[config.mk]
export PLATFORM = sky130hd
export DESIGN_NAME = i2c_slave_command_register_decoder
export DESIGN_NICKNAME = d
export VERILOG_FILES = /design/src/i2cscd_pkg.sv /design/src/i2cscd_core.sv /design/src/i2c_slave_command_register_decoder.sv
export SDC_FILE = /design/constraint.sdc
export NUM_CORES = 1
export LEC_CHECK = 0
export ABC_AREA = 1
export BUFFER_PORTS_ARGS = -buffer_cell sky130_fd_sc_hd__buf_4
export CAP_MARGIN = 20
export CORE_MARGIN = 3
export CORE_UTILIZATION = 50
export DETAILED_ROUTE_END_ITERATION = 12
export HOLD_SLACK_MARGIN = 0.1
export PLACE_DENSITY = 0.72
export SLEW_MARGIN = 20
export SYNTH_ARGS = -nofsm -noshare
export SYNTH_HDL_FRONTEND = slang
export SYNTH_HIERARCHICAL = 1
export SYNTH_SLANG_ARGS = --single-unit
[constraint.sdc]
create_clock -name clk -period 3.8 [get_ports clk]
set_input_delay 0.38 -clock clk [delete_from_list [all_inputs] [get_ports clk]]
set_output_delay 0.38 -clock clk [all_outputs]
set_load 0.005 [all_outputs]
[src/i2cscd_pkg.sv]
// ----------------------------------------------------------------------------
// i2cscd_pkg
// Types and codes shared by the I2C slave command/register decoder modules.
// ----------------------------------------------------------------------------
`default_nettype none

package i2cscd_pkg;

  // slave phase
  typedef enum logic [1:0] {
    PH_IDLE = 2'd0,
    PH_RECV = 2'd1,
    PH_SEND = 2'd2
  } phase_t;

  // event kinds
  localparam logic [1:0] CMD_ADDR  = 2'd0;
  localparam logic [1:0] CMD_DATA  = 2'd1;
  localparam logic [1:0] CMD_ACK   = 2'd2;
  localparam logic [1:0] CMD_SPARE = 2'd3;

  // position of a data byte within a write
  localparam logic [1:0] IDX_SELECT = 2'd0;
  localparam logic [1:0] IDX_TARGET = 2'd1;
  localparam logic [1:0] IDX_OP     = 2'd2;

  // read register selects
  localparam logic [7:0] REG_ID       = 8'd1;
  localparam logic [7:0] REG_CONFIG   = 8'd2;
  localparam logic [7:0] REG_IO_STATE = 8'd3;
  localparam logic [7:0] REG_BATTERY  = 8'd4;
  localparam logic [7:0] REG_PANEL    = 8'd5;

  // write targets
  localparam logic [7:0] TGT_BUTTON  = 8'd1;
  localparam logic [7:0] TGT_STATUS  = 8'd2;
  localparam logic [7:0] TGT_WARNING = 8'd3;
  localparam logic [7:0] TGT_CALL    = 8'd4;
  localparam logic [7:0] TGT_GSM     = 8'd5;

  // operation codes
  localparam logic [7:0] OP_0 = 8'd0;
  localparam logic [7:0] OP_1 = 8'd1;
  localparam logic [7:0] OP_2 = 8'd2;
  localparam logic [7:0] OP_3 = 8'd3;

  // led modes
  localparam logic [2:0] MODE_OFF  = 3'd0;
  localparam logic [2:0] MODE_ON   = 3'd1;
  localparam logic [2:0] MODE_HALF = 3'd2;
  localparam logic [2:0] MODE_ONE  = 3'd3;
  localparam logic [2:0] MODE_TWO  = 3'd4;
  localparam logic [2:0] MODE_FOUR = 3'd5;

  localparam logic [7:0] ID_CODE = 8'h16;

  // one input event
  typedef struct packed {
    logic [15:0] solar_level;
    logic [7:0]  battery_level;
    logic [7:0]  gpio_state;
    logic [7:0]  config_value;
    logic        overflow;
    logic        nack;
    logic [7:0]  data_byte;
    logic        read_not_write;
    logic [1:0]  cmd;
  } item_t;

  // one result
  typedef struct packed {
    logic       overflow_cleared;
    logic       gsm_enable;
    logic [7:0] call_request;
    logic [2:0] warning_led_mode;
    logic [2:0] status_led_mode;
    logic [2:0] button_led_mode;
    logic [7:0] tx_byte;
    logic       tx_valid;
  } result_t;

endpackage

`default_nettype wire

[src/i2cscd_core.sv]
// ----------------------------------------------------------------------------
// i2cscd_core
// Slave state registers and the decode of one event into next state and result.
// ----------------------------------------------------------------------------
`default_nettype none

module i2cscd_core
  import i2cscd_pkg::*;
(
  input  wire logic    clk,
  input  wire logic    rst_n,
  input  wire logic    fire,
  input  wire item_t   item,
  output result_t      result
);

  phase_t     phase_r, phase_nxt;
  logic [1:0] idx_r, idx_nxt;
  logic [7:0] target_r, target_nxt;
  logic [7:0] reply0_r, reply0_nxt;
  logic [7:0] reply1_r, reply1_nxt;
  logic [2:0] button_r, button_nxt;
  logic [2:0] status_r, status_nxt;
  logic [2:0] warning_r, warning_nxt;
  logic [7:0] call_r, call_nxt;
  logic       gsm_r, gsm_nxt;
  logic       txv;
  logic [7:0] txb;
  logic       ovc;
  logic       in_recv;
  logic       data_ok;

  assign in_recv = (phase_r == PH_RECV);
  // a data byte that is taken into the write sequence
  assign data_ok = (phase_r != PH_SEND) && in_recv && (item.cmd == CMD_DATA) &&
                   !item.overflow && !item.read_not_write;

  // next phase
  always_comb begin
    phase_nxt = phase_r;
    if (phase_r == PH_SEND) begin
      if (item.cmd == CMD_ACK && item.nack) begin
        phase_nxt = PH_IDLE;
      end
    end else begin
      phase_nxt = in_recv ? PH_RECV : PH_IDLE;
      if (item.cmd == CMD_ADDR) begin
        phase_nxt = item.read_not_write ? PH_SEND : PH_RECV;
      end else if (data_ok && idx_r != IDX_SELECT && idx_r != IDX_TARGET) begin
        phase_nxt = PH_IDLE;
      end
    end
  end

  // byte index, replies, targets and transmit output
  always_comb begin
    idx_nxt     = idx_r;
    target_nxt  = target_r;
    reply0_nxt  = reply0_r;
    reply1_nxt  = reply1_r;
    button_nxt  = button_r;
    status_nxt  = status_r;
    warning_nxt = warning_r;
    call_nxt    = call_r;
    gsm_nxt     = gsm_r;
    txv         = 1'b0;
    txb         = 8'd0;
    ovc         = 1'b0;
    if (phase_r == PH_SEND) begin
      if (item.cmd == CMD_ACK && !item.nack) begin
        txv = 1'b1;
        txb = reply1_r;
      end
    end else if (item.cmd == CMD_ADDR) begin
      idx_nxt = IDX_SELECT;
      if (item.read_not_write) begin
        txv = 1'b1;
        txb = reply0_r;
      end
    end else if (item.cmd == CMD_DATA && in_recv && item.overflow) begin
      ovc = 1'b1;
    end else if (data_ok) begin
      case (idx_r)
        IDX_SELECT: begin
          idx_nxt = IDX_TARGET;
          case (item.data_byte)
            REG_ID: begin
              reply0_nxt = ID_CODE;
              reply1_nxt = 8'd0;
            end
            REG_CONFIG: begin
              reply0_nxt = item.config_value;
              reply1_nxt = 8'd0;
            end
            REG_IO_STATE: begin
              reply0_nxt = item.gpio_state;
              reply1_nxt = 8'd0;
            end
            REG_BATTERY: begin
              reply0_nxt = item.battery_level;
              reply1_nxt = 8'd0;
            end
            REG_PANEL: begin
              reply0_nxt = item.solar_level[7:0];
              reply1_nxt = item.solar_level[15:8];
            end
            default: ;
          endcase
        end
        IDX_TARGET: begin
          target_nxt = item.data_byte;
          idx_nxt    = IDX_OP;
        end
        default: begin
          idx_nxt = IDX_SELECT;
          case (target_r)
            TGT_BUTTON: begin
              case (item.data_byte)
                OP_0:    button_nxt = MODE_ONE;
                OP_1:    button_nxt = MODE_TWO;
                OP_2:    button_nxt = MODE_HALF;
                OP_3:    button_nxt = MODE_ON;
                default: ;
              endcase
            end
            TGT_STATUS: begin
              case (item.data_byte)
                OP_0:    status_nxt = MODE_FOUR;
                OP_1:    status_nxt = MODE_ON;
                OP_2:    status_nxt = MODE_OFF;
                OP_3:    status_nxt = MODE_ONE;
                default: ;
              endcase
            end
            TGT_WARNING: begin
              case (item.data_byte)
                OP_0:    warning_nxt = MODE_TWO;
                OP_1:    warning_nxt = MODE_OFF;
                default: ;
              endcase
            end
            TGT_CALL: call_nxt = item.data_byte;
            TGT_GSM: begin
              case (item.data_byte)
                OP_0: begin
                  gsm_nxt    = 1'b0;
                  button_nxt = MODE_ON;
                end
                OP_1: begin
                  gsm_nxt    = 1'b1;
                  button_nxt = MODE_HALF;
                end
                default: ;
              endcase
            end
            default: ;
          endcase
        end
      endcase
    end
  end

  // state registers, updated once per processed event
  always_ff @(posedge clk) begin
    if (!rst_n) begin
      phase_r   <= PH_IDLE;
      idx_r     <= IDX_SELECT;
      target_r  <= 8'd0;
      reply0_r  <= 8'd0;
      reply1_r  <= 8'd0;
      button_r  <= MODE_OFF;
      status_r  <= MODE_OFF;
      warning_r <= MODE_OFF;
      call_r    <= 8'd0;
      gsm_r     <= 1'b0;
    end else if (fire) begin
      phase_r   <= phase_nxt;
      idx_r     <= idx_nxt;
      target_r  <= target_nxt;
      reply0_r  <= reply0_nxt;
      reply1_r  <= reply1_nxt;
      button_r  <= button_nxt;
      status_r  <= status_nxt;
      warning_r <= warning_nxt;
      call_r    <= call_nxt;
      gsm_r     <= gsm_nxt;
    end
  end

  // result shows state after the event
  assign result.tx_valid         = txv;
  assign result.tx_byte          = txb;
  assign result.button_led_mode  = button_nxt;
  assign result.status_led_mode  = status_nxt;
  assign result.warning_led_mode = warning_nxt;
  assign result.call_request     = call_nxt;
  assign result.gsm_enable       = gsm_nxt;
  assign result.overflow_cleared = ovc;

endmodule

`default_nettype wire

[src/i2c_slave_command_register_decoder.sv]
// ----------------------------------------------------------------------------
// i2c_slave_command_register_decoder
// Decodes I2C slave events into register replies and LED/call/GSM controls.
// ----------------------------------------------------------------------------
// Usage:
//   The in_ stream carries one slave event per transfer: the event kind in
//   in_tuser, the received byte, flags and the live register values in
//   in_tdata. The out_ stream returns exactly one result per event: the
//   byte to transmit (if any) and the current control outputs.
//   An accepted event sits in an input register; it is decoded against the
//   slave state and the result is written to the output register once
//   that register is empty or its held result is taken.
//   One event per cycle is sustained while the receiver does not stall; the
//   single decode pass between the input and output registers sets that figure.
//   When the receiver stalls, the held result stays on out_tdata and the
//   input register still takes one more event; after that in_tready drops
//   until the result is taken.
//   Synchronous reset (rst_n low) empties both registers and returns the
//   slave to idle with all modes off, replies, call request and GSM cleared.
// ----------------------------------------------------------------------------
`default_nettype none

module i2c_slave_command_register_decoder
  import i2cscd_pkg::*;
(
  input  wire logic        clk,
  input  wire logic        rst_n,
  input  wire logic        in_tvalid,
  output      logic        in_tready,
  // [0] read_not_write, [8:1] data_byte, [9] nack, [10] overflow,
  // [18:11] config_value, [26:19] gpio_state, [34:27] battery_level,
  // [50:35] solar_level, [55:51] zero
  input  wire logic [55:0] in_tdata,
  // [1:0] cmd
  input  wire logic [1:0]  in_tuser,
  output      logic        out_tvalid,
  input  wire logic        out_tready,
  // [0] tx_valid, [8:1] tx_byte, [11:9] button_led_mode,
  // [14:12] status_led_mode, [17:15] warning_led_mode, [25:18] call_request,
  // [26] gsm_enable, [27] overflow_cleared, [31:28] zero
  output      logic [31:0] out_tdata
);

  logic    in_valid_r;
  item_t   in_item_r;
  item_t   item_nxt;
  logic    out_valid_r;
  result_t out_res_r;
  result_t result;
  logic    advance;
  logic    fire;

  assign advance   = !out_valid_r || out_tready;
  assign fire      = in_valid_r && advance;
  assign in_tready = !in_valid_r || advance;

  // unpack the input transfer
  assign item_nxt.cmd            = in_tuser;
  assign item_nxt.read_not_write = in_tdata[0];
  assign item_nxt.data_byte      = in_tdata[8:1];
  assign item_nxt.nack           = in_tdata[9];
  assign item_nxt.overflow       = in_tdata[10];
  assign item_nxt.config_value   = in_tdata[18:11];
  assign item_nxt.gpio_state     = in_tdata[26:19];
  assign item_nxt.battery_level  = in_tdata[34:27];
  assign item_nxt.solar_level    = in_tdata[50:35];

  // input register
  always_ff @(posedge clk) begin
    if (!rst_n) begin
      in_valid_r <= 1'b0;
    end else if (in_tvalid && in_tready) begin
      in_valid_r <= 1'b1;
    end else if (fire) begin
      in_valid_r <= 1'b0;
    end
  end

  always_ff @(posedge clk) begin
    if (in_tvalid && in_tready) begin
      in_item_r <= item_nxt;
    end
  end

  i2cscd_core u_core (
    .clk    (clk),
    .rst_n  (rst_n),
    .fire   (fire),
    .item   (in_item_r),
    .result (result)
  );

  // output register
  always_ff @(posedge clk) begin
    if (!rst_n) begin
      out_valid_r <= 1'b0;
    end else if (advance) begin
      out_valid_r <= in_valid_r;
    end
  end

  always_ff @(posedge clk) begin
    if (fire) begin
      out_res_r <= result;
    end
  end

  assign out_tvalid = out_valid_r;
  assign out_tdata  = {4'd0, out_res_r};

endmodule

`default_nettype wire
==> results.toml, run 1 <==
[status]
status = "complete, no violations"

[finish]
syn_to_final_growth_pct = 33.4
nFillCells = 753
antenna_cells = 0
layout-drive-gt1-share_pct = 20.5
fin_cells = 876
fin_nets = 789
final_area_sq_um = 7350
fin_util_pct = 69.9

[synth]
synthAdderAreaFrac_pct = 0
yosysTopAreaCellShare_pct = 44.2
yosysSeqAreaShare_pct = 61.6
synth-compound-area-share_pct = 5.25
synthFlopType = "edfxtp_1"
synth_mux_area_share_pct = 0
async_reset_ff_share_pct = 0
synth_top_family_by_area = "simple AND/OR/NAND/NOR gates"
avgSynthCellArea_sq_um = 9.45
synth_edf_count = 81
synth-warning-count = 6
yosys-top-cells-area = "edfxtp_1 (44%), dfxtp_1 (17%), nand2_1 (7.3%)"
yosys.cell_count.top_type = "nand2_1"
synthCells = 583
synthSimpleGateAreaFrac_pct = 26.2
synth-xor-area-share_pct = 0
ys_seq_elements = 129
netlist_area_sq_um = 5510
synth_commonest_cells = "nand2_1 (107), nor2_1 (93), edfxtp_1 (81), nand3_1 (66), inv_1 (64)"
yosys.area.top_type = "edfxtp_1"
ys_types = 33

[setup_path]
worst_ep_arrival_time_ns = 2.55
cp-end-kind = "flop"
path_max_fanout = 57
path_class = "flop to flop"
required_ns = 4.26
critPathLaunchType = "flop"
r2r_cells = 9

[run]
max_cap_violations = 0

[power]
powerDensity_nw_per_um2 = 459
p_sw_uw = 824
p_int_mw = 2.55
ir_drop_mv = 0.317
combinationalPowerShare_pct = 7.1
p_leak_nw = 3.20
seqPwrFrac_pct = 47.0
clkPwrFrac_pct = 45.8
p_sw_share_pct = 24.4
power_mw = 3.38

[global_routing]
antenna_found_initial = 0
grt_pass1_vias = 4500
grt-ovfl-total = 0
grt_start_max_net_pins = 58
track_usage_pct = 21.6
grt_pass1_wl_um = 21400

[cts]
cts_root_buf = "clkbuf_8"
cts.path.max_buffers = 2
cts_tree = "built"
h-tree-depth = 4
clk_pin_slew_ns = 0.07
cts_hold_buf = 53
ctsResizeCount = 0
cts_buffers = 17
clk-insertion-delay-late_ns = 0.52
clock-sinks = 129
post_cts.repair.setup_buffers = 0

[die]
ios = 96
die_area_sq_um = 12300
rows = 37
die_y_um = 111
start_util_pct = 52.4
die_w_um = 111
core_sq_um = 10500

[routing]
firstDrtPassIters = 4
drtAntennaViolNets = 0
vias = 4499
route.detailed.drc = 0
drt_iter0_drc = 226
wl_per_cell_um = 14.7
finalWirelength_um = 12900
vias_per_cell = 5.14

[sta]
slew_headroom_pct = 41.8
final_max_slew_viol_count = 0
fmax_mhz = 477
min_period_ns = 2.10
period_share_pct = 55.1
tightest_slew_ns = 0.872
hold_viol_final = 0
finalSetupViolCount = 0
skew_ns = 0.0108
fin_tns_setup_ns = 0
rsz0062_at_grt = "false"

[placement]
dp_cells = 791
io_buffers = 86
place_congestion = 0.908
place_area_sq_um = 6240
dp_hpwl_um = 8220

[min_path]
whs_path_depth = 3
hold_class = "input pin to flop"
## area by class of cell
class	instances	area, sq um	share of cell area (%)
clock buffer	18	439	5.98
clock inverter	14	135	1.84
inverter	71	269	3.66
multi-input combinational	368	1760	23.9
sequential	129	3390	46.2
tap	136	170	2.32
timing repair buffer	140	1180	16.1
## layout by cell type, fill, tap and decap left out, types with 6 or more instances in the layout
| master | count |
|---|---|
| nor2_1 | 93 |
| o21ai_0 | 24 |
| dlygate4sd3_1 | 53 |
| nand3_1 | 66 |
| nand4_1 | 12 |
| nor2_2 | 6 |
| edfxtp_1 | 81 |
| buf_4 | 87 |
| dfxtp_1 | 48 |
| a21oi_1 | 16 |
| clkbuf_16 | 17 |
| nand2_1 | 107 |
| inv_2 | 6 |
| inv_1 | 63 |
| nor3_1 | 9 |
## per-stage QoR
stage                     hold slack [ns]  setup WS (ns)
after floorplan                     0.433          0.604
after global routing                0.114           1.50
after CTS                           0.111           1.73
after global placement              0.442           1.66
after detailed placement            0.451           1.60
final                               0.132           1.70
## critical path: stages (launching register included)
cell and delay (ns):
dfxtp_1 0.36, inv_1 0.09, a21oi_4 0.13, buf_4 0.52, nand3_1 0.18, inv_1 0.24, nand2_4 0.14, inv_2 0.15
nor2_1 0.06, nor2_1 0.11
## power by group through the flow
stage	Sequential (mW)	Combinational (mW)	Clock [mW]
after floorplan	1.61	0.104	0
after global placement	1.62	0.187	0
after detailed placement	1.62	0.194	0
after CTS	1.59	0.238	1.56
after global routing	1.59	0.266	1.64
final	1.59	0.241	1.55
## sequential cells by signal, indices dropped and copies added (netlist names)
| register | count |
|---|---|
| u_core/gsm_r | 1 |
| u_core/status_r | 3 |
| in_valid_r | 1 |
| u_core/phase_r | 2 |
| u_core/idx_r | 2 |
| out_tvalid | 1 |
| u_core/call_r | 8 |
| u_core/warning_r | 3 |
| in_item_r | 53 |
| out_tdata | 28 |
| u_core/reply0_r | 8 |
| u_core/reply1_r | 8 |
| u_core/button_r | 3 |
| u_core/target_r | 8 |
## path summary, 6_finish.rpt
kind | start | endpoint | slack [ns]
worst max-delay path | in_valid_r | u_core/reply1_r[7] | 1.70
worst min register to register | u_core/warning_r[0] | u_core/warning_r[0] | 0.46
worst min-delay path | in_tvalid | in_valid_r | 0.13
worst max register to register | in_valid_r | u_core/reply1_r[7] | 1.70
## per-layer routing
layer  GRT usage (%)  wire length [um]  vias up
met3            5.29               629       26
met1            25.2              5070     2108
li1                -                 -     2220
met4            7.80               244        0
met5               0                 0        -
met2            38.5              6910      145
## kinds of logic (layout without fill, tap and decap cells)
| kind of cell | after synthesis | after routing |
|---|---|---|
| AND/OR/NAND/NOR | 312 | 312 |
| buffers and inverters | 89 | 243 |
| flip-flops | 129 | 129 |
| other | 1 | 4 |
| AO/OA/AOI/OAI | 52 | 52 |
Power figures use the tool's default switching activity.
==> run 2, diff against run 1 <==
PLACE_DENSITY = 0.75   (was 0.72)
clock period = 1.8 ns   (was 3.8 ns; I/O delays follow)
==> run 2 against run 1 <==
Combinational power increased by 130%. Critical endpoint is now u_core/status_r[1]. Final area increased by 4.8%. Via count increased by 3.0%.
==> results.toml, run 2 (synthesized netlist as in run 1, its figures left out) <==
[finish]
final-seq-area_sq_um = 3400
antenna_cells = 0
multi_input_comb_area_sq_um = 1820
layout_commonest_cell = "buf_4"
fin_cells = 908
largest_reg_flops = 53
layout-drive-gt1-share_pct = 25.0
fin_nets = 821
final_area_sq_um = 7700
top_register = "in_item_r"
syn_to_final_growth_pct = 39.8
final_cell_mix = "buf_4 (113), nand2_1 (104), nor2_1 (85)"
nFillCells = 676

[routing]
top_layer = "met4"
drt_iter0_drc = 217
wl_per_cell_um = 14.6
finalWirelength_um = 13200
wl_met3_um = 801
vias_per_cell = 5.10
wl_met2_um = 6910
drtAntennaViolNets = 0
firstDrtPassIters = 5
route.detailed.drc = 0
wirelength_met1_um = 5080
vias = 4632

[sta]
skew_ns = 0.00598
min_period_ns = 1.78
hold_viol_final = 0
slew_headroom_pct = 55.5
finalSetupViolCount = 0
worst_slack_ns = 0.0185
fin_tns_setup_ns = 0
final_max_slew_viol_count = 0
period_share_pct = 99.0
rsz0062_at_grt = "true"
tightest_slew_ns = 0.668
fmax_mhz = 561

[global_routing]
track_usage_pct = 22.5
grt_start_max_net_pins = 54
grt-ovfl-total = 0
grt_pass1_vias = 4841
antenna_found_initial = 0
grt_pass1_wl_um = 22300

[placement]
io_buffers = 86
dp_cells = 811
place_congestion = 0.911
place_area_sq_um = 6410
dp_hpwl_um = 8330
pre_cts_slack_ns = 0.0160

[setup_path]
r2r_setup_slack_ns = 0.02
timing.rr.end = "u_core/status_r[1]"
path_class = "flop to flop"
required_ns = 2.22
worst_ep_arrival_time_ns = 2.20
r2r_cells = 10
path_max_fanout = 10
critPathLaunchType = "flop"
r2r-start = "u_core/phase_r[0]"
cp-end-kind = "flop"

[status]
status = "complete, no violations"

[cts]
cts_buffers = 17
clock-sinks = 129
h-tree-depth = 4
clk-insertion-delay-late_ns = 0.53
cts_tree = "built"
clk_pin_slew_ns = 0.06
cts.path.max_buffers = 2
cts_root_buf = "clkbuf_8"

[die]
die_area_sq_um = 12300
die_y_um = 111
die_w_um = 111
start_util_pct = 52.4
core_sq_um = 10500
rows = 37
ios = 96

[run]
max_cap_violations = 0

[power]
ir_drop_mv = 0.679
powerDensity_nw_per_um2 = 960
power_mw = 7.39
p_leak_nw = 3.38

[min_path]
hold_class = "input pin to flop"
hold_path_end = "in_item_r[17]"
min-delay-start = "in_tdata[15]"
whs_path_depth = 2
run 2: cell count changes in the layout (fill, tap and decap cells not counted), moves of 5 or more:
cell           before  now
buf_4              87  113
dlygate4sd3_1      53   58
nor2_1             93   85
o21ai_0            24   16
o21ai_1             5   13
run 2: repair_timing:
item | CTS | global route
setup buffers | 0 | 7
resized for setup | 2 | 13
endpoints found under the hold margin | 80 | 0
pin swaps | 0 | 0
gates cloned | 0 | 0
hold buffers | 58 | 0
setup endpoints to repair | 3 | 54
run 2: metal layers:
layer  up-vias  global-route usage (%)
met5         -                       0
met4         0                    11.6
met3        36                    5.46
met2       175                    39.4
met1      2124                    25.3
li1       2297                       -
run 2: layout make-up:
class                   instances  area share, %
clock buffers                  17           5.38
well taps                     136           2.21
inverters                      71           3.53
multi-input cells             368           23.6
clock inverters                15           2.49
flip-flops and latches        129           44.1
repair buffers                172           18.7
run 2: metrics by stage:
stage	utilization (%)	hold WS (ns)
after global routing	73.3	0.353
after detailed placement	61.0	0.359
after global placement	61.0	0.358
after floorplan	-	0.279
after CTS	72.3	0.340
final	73.3	0.367
run 2: where the power goes:
group,internal [mW],total (mW),leakage [nW],switching (mW)
registers,3.29,3.36,1.18,0.0623
clock network,2.24,3.48,0.291,1.24
logic,0.286,0.562,1.92,0.275
total,5.81,7.39,3.38,1.58
run 2: how the worst max path moves through the flow:
stage,start,end,cells past startpoint
finish,u_core/phase_r[0],u_core/status_r[1],10
CTS,u_core/phase_r[0],u_core/status_r[1],10
floorplan,in_valid_r,u_core/reply1_r[0],9
global route,u_core/phase_r[0],u_core/status_r[1],10
detailed placement,u_core/phase_r[1],out_tdata[5],6
global placement,u_core/phase_r[1],out_tdata[6],5
run 2: critical path, stage by stage (launching register included):
cell and delay (ns):
dfxtp_1 0.36, inv_1 0.07, nor2_2 0.17, nand3_2 0.15, nor3_4 0.21, buf_6 0.18
nand3_1 0.15, nand2_1 0.10, nand2_1 0.07, o21ai_1 0.15, inv_1 0.06
==> run 3, diff against run 2 <==
GPL_TIMING_DRIVEN = 0   (was unset)
==> run 3 against run 2 <==
Die area did not move. Clock power is 4% lower. Critical path type unchanged. Critical path depth down 4.
==> results.toml, run 3 (synthesized netlist as in run 1, its figures left out) <==
[status]
status = "complete, no violations"

[cts]
clock-sinks = 129
cts_root_buf = "clkbuf_8"
clk-insertion-delay-late_ns = 0.52
clk_pin_slew_ns = 0.06
cts_buffers = 17
h-tree-depth = 4
cts.path.max_buffers = 2
cts_tree = "built"

[setup_path]
worst_ep_arrival_time_ns = 2.14
critPathLaunchType = "flop"
r2r_cells = 6
path_cells = "nor2_1, inv_1, nor2_1, nand2_1, inv_1, a32o_1"
crit_start = "in_item_r[0]"
required_ns = 2.18
max_stage_delay_ns = 0.45
r2r-start = "in_item_r[0]"
crit_slowest_cell = "edfxtp_1"
path_class = "flop to flop"
path_max_fanout = 6
cp-end-kind = "flop"

[global_routing]
antenna_found_initial = 0
grt_pass1_wl_um = 22600
grt_start_max_net_pins = 28
grt-ovfl-total = 0
grt_pass1_vias = 4772
track_usage_pct = 23.1

[min_path]
whs_path_depth = 2
hold_class = "input pin to flop"
min-delay-start = "in_tdata[28]"

[power]
powerDensity_nw_per_um2 = 937
ir_drop_mv = 0.734
p_int_mw = 5.72
p_sw_mw = 1.57
p_leak_nw = 3.42
seqPwrFrac_pct = 46.0
clkPwrFrac_pct = 45.7
combinationalPowerShare_pct = 8.3
p_sw_share_pct = 21.6

[sta]
skew_ns = 0.00847
min_period_ns = 1.77
period_share_pct = 98.2
hold_viol_final = 0
finalSetupViolCount = 0
final_max_slew_viol_count = 0
slew_headroom_pct = 35.0
tightest_slew_ns = 0.974
holdWs_ns = 0.373
fmax_mhz = 566
rsz0062_at_grt = "true"

[placement]
place_area_sq_um = 6370
io_buffers = 86
dp_hpwl_um = 8570
place_congestion = 0.875

[finish]
top_register = "in_item_r"
final_area_sq_um = 7780
multi_input_comb_area_sq_um = 1850
layout-drive-gt1-share_pct = 26.2
fin_util_pct = 74.0
final_cell_mix = "buf_4 (115), nand2_1 (101), nor2_1 (83)"
syn_to_final_growth_pct = 41.3
final-seq-area_sq_um = 3400
largest_reg_flops = 53
antenna_cells = 0
nFillCells = 690
fin_nets = 832
layout_commonest_cell = "buf_4"

[die]
core_sq_um = 10500
start_util_pct = 52.4
ios = 96
die_w_um = 111
rows = 37
die_area_sq_um = 12300
die_y_um = 111

[routing]
vias_per_cell = 5.29
drtAntennaViolNets = 0
vias = 4857
finalWirelength_um = 14300
route.detailed.drc = 0
firstDrtPassIters = 5
drt_iter0_drc = 286
wl_per_cell_um = 15.5

[run]
max_cap_violations = 0
-- run 3: cell types whose count changed in the layout (fill, tap and decap cells not counted), moves of 2 or more --
cell	before	now
clkbuf_1	0	5
buf_4	113	115
nor3_2	3	0
buf_2	0	2
clkinv_4	3	1
nand2_2	6	8
nor2_1	85	83
nor2_2	10	12
nor3_4	1	3
nand2_1	104	101
clkbuf_8	1	3
-- run 3: worst max-delay path, delay by kind of cell (launching register included) --
kind	cells	cell delay (ns)
flops	1	0.45
simple gates	3	0.70
buf+inv	2	0.29
compound gates	1	0.17
-- run 3: power groups by stage --
stage | clock [mW] | combinational, mW | sequential (mW)
4_1_cts | 3.36 | 0.555 | 3.36
3_5_place_dp | 0 | 0.435 | 3.42
3_3_place_gp | 0 | 0.417 | 3.41
6_report | 3.33 | 0.604 | 3.36
2_1_floorplan | 0 | 0.229 | 3.40
5_1_grt | 3.52 | 0.662 | 3.37
-- run 3: timing repair --
item / 4_1_cts / 5_1_grt
hold buffers: 57 / 0
gates resized for setup: 9 / 18
endpoints found under the hold margin: 61 / 0
cloned: 2 / 0
pin swaps: 2 / 7
setup endpoints to repair: 114 / 113
setup buffers: 4 / 17
-- run 3: worst paths after layout --
path,end,slack [ns]
hold / removal,in_item_r[30],0.37
hold reg to reg,u_core/warning_r[1],0.47
setup reg to reg,out_tdata[1],0.03
setup / recovery,out_tdata[1],0.03
-- run 3: layer usage --
layer  vias up  global-route usage, %  wire (um)
met1      2272                   25.9       5490
met4         0                   11.7        401
met5         -                      0          0
li1       2312                      -          -
met3        37                   6.00        979
met2       236                   40.5       7380
-- run 3: per-stage QoR --
stage	setup TNS [ns]	total power [mW]	std cells	setup WS, ns
floorplan	-0.167	3.63	586	-0.0189
finish	0	7.29	919	0.0328
global route	-1.22	7.55	919	-0.102
global placement	-29.66	3.83	808	-0.483
detailed placement	-39.32	3.85	808	-0.578
CTS	-0.0390	7.27	903	-0.0271
-- run 3: layout make-up --
cell class	count	area share [%]
Clock buffer	20	5.60
Timing Repair Buffer	164	17.8
Sequential cell	129	43.7
Buffer	17	1.53
Inverter	71	3.54
Clock inverter	12	1.80
Multi-Input combinational cell	369	23.8
Tap cell	136	2.19
Timing Repair inverter	1	0.0965
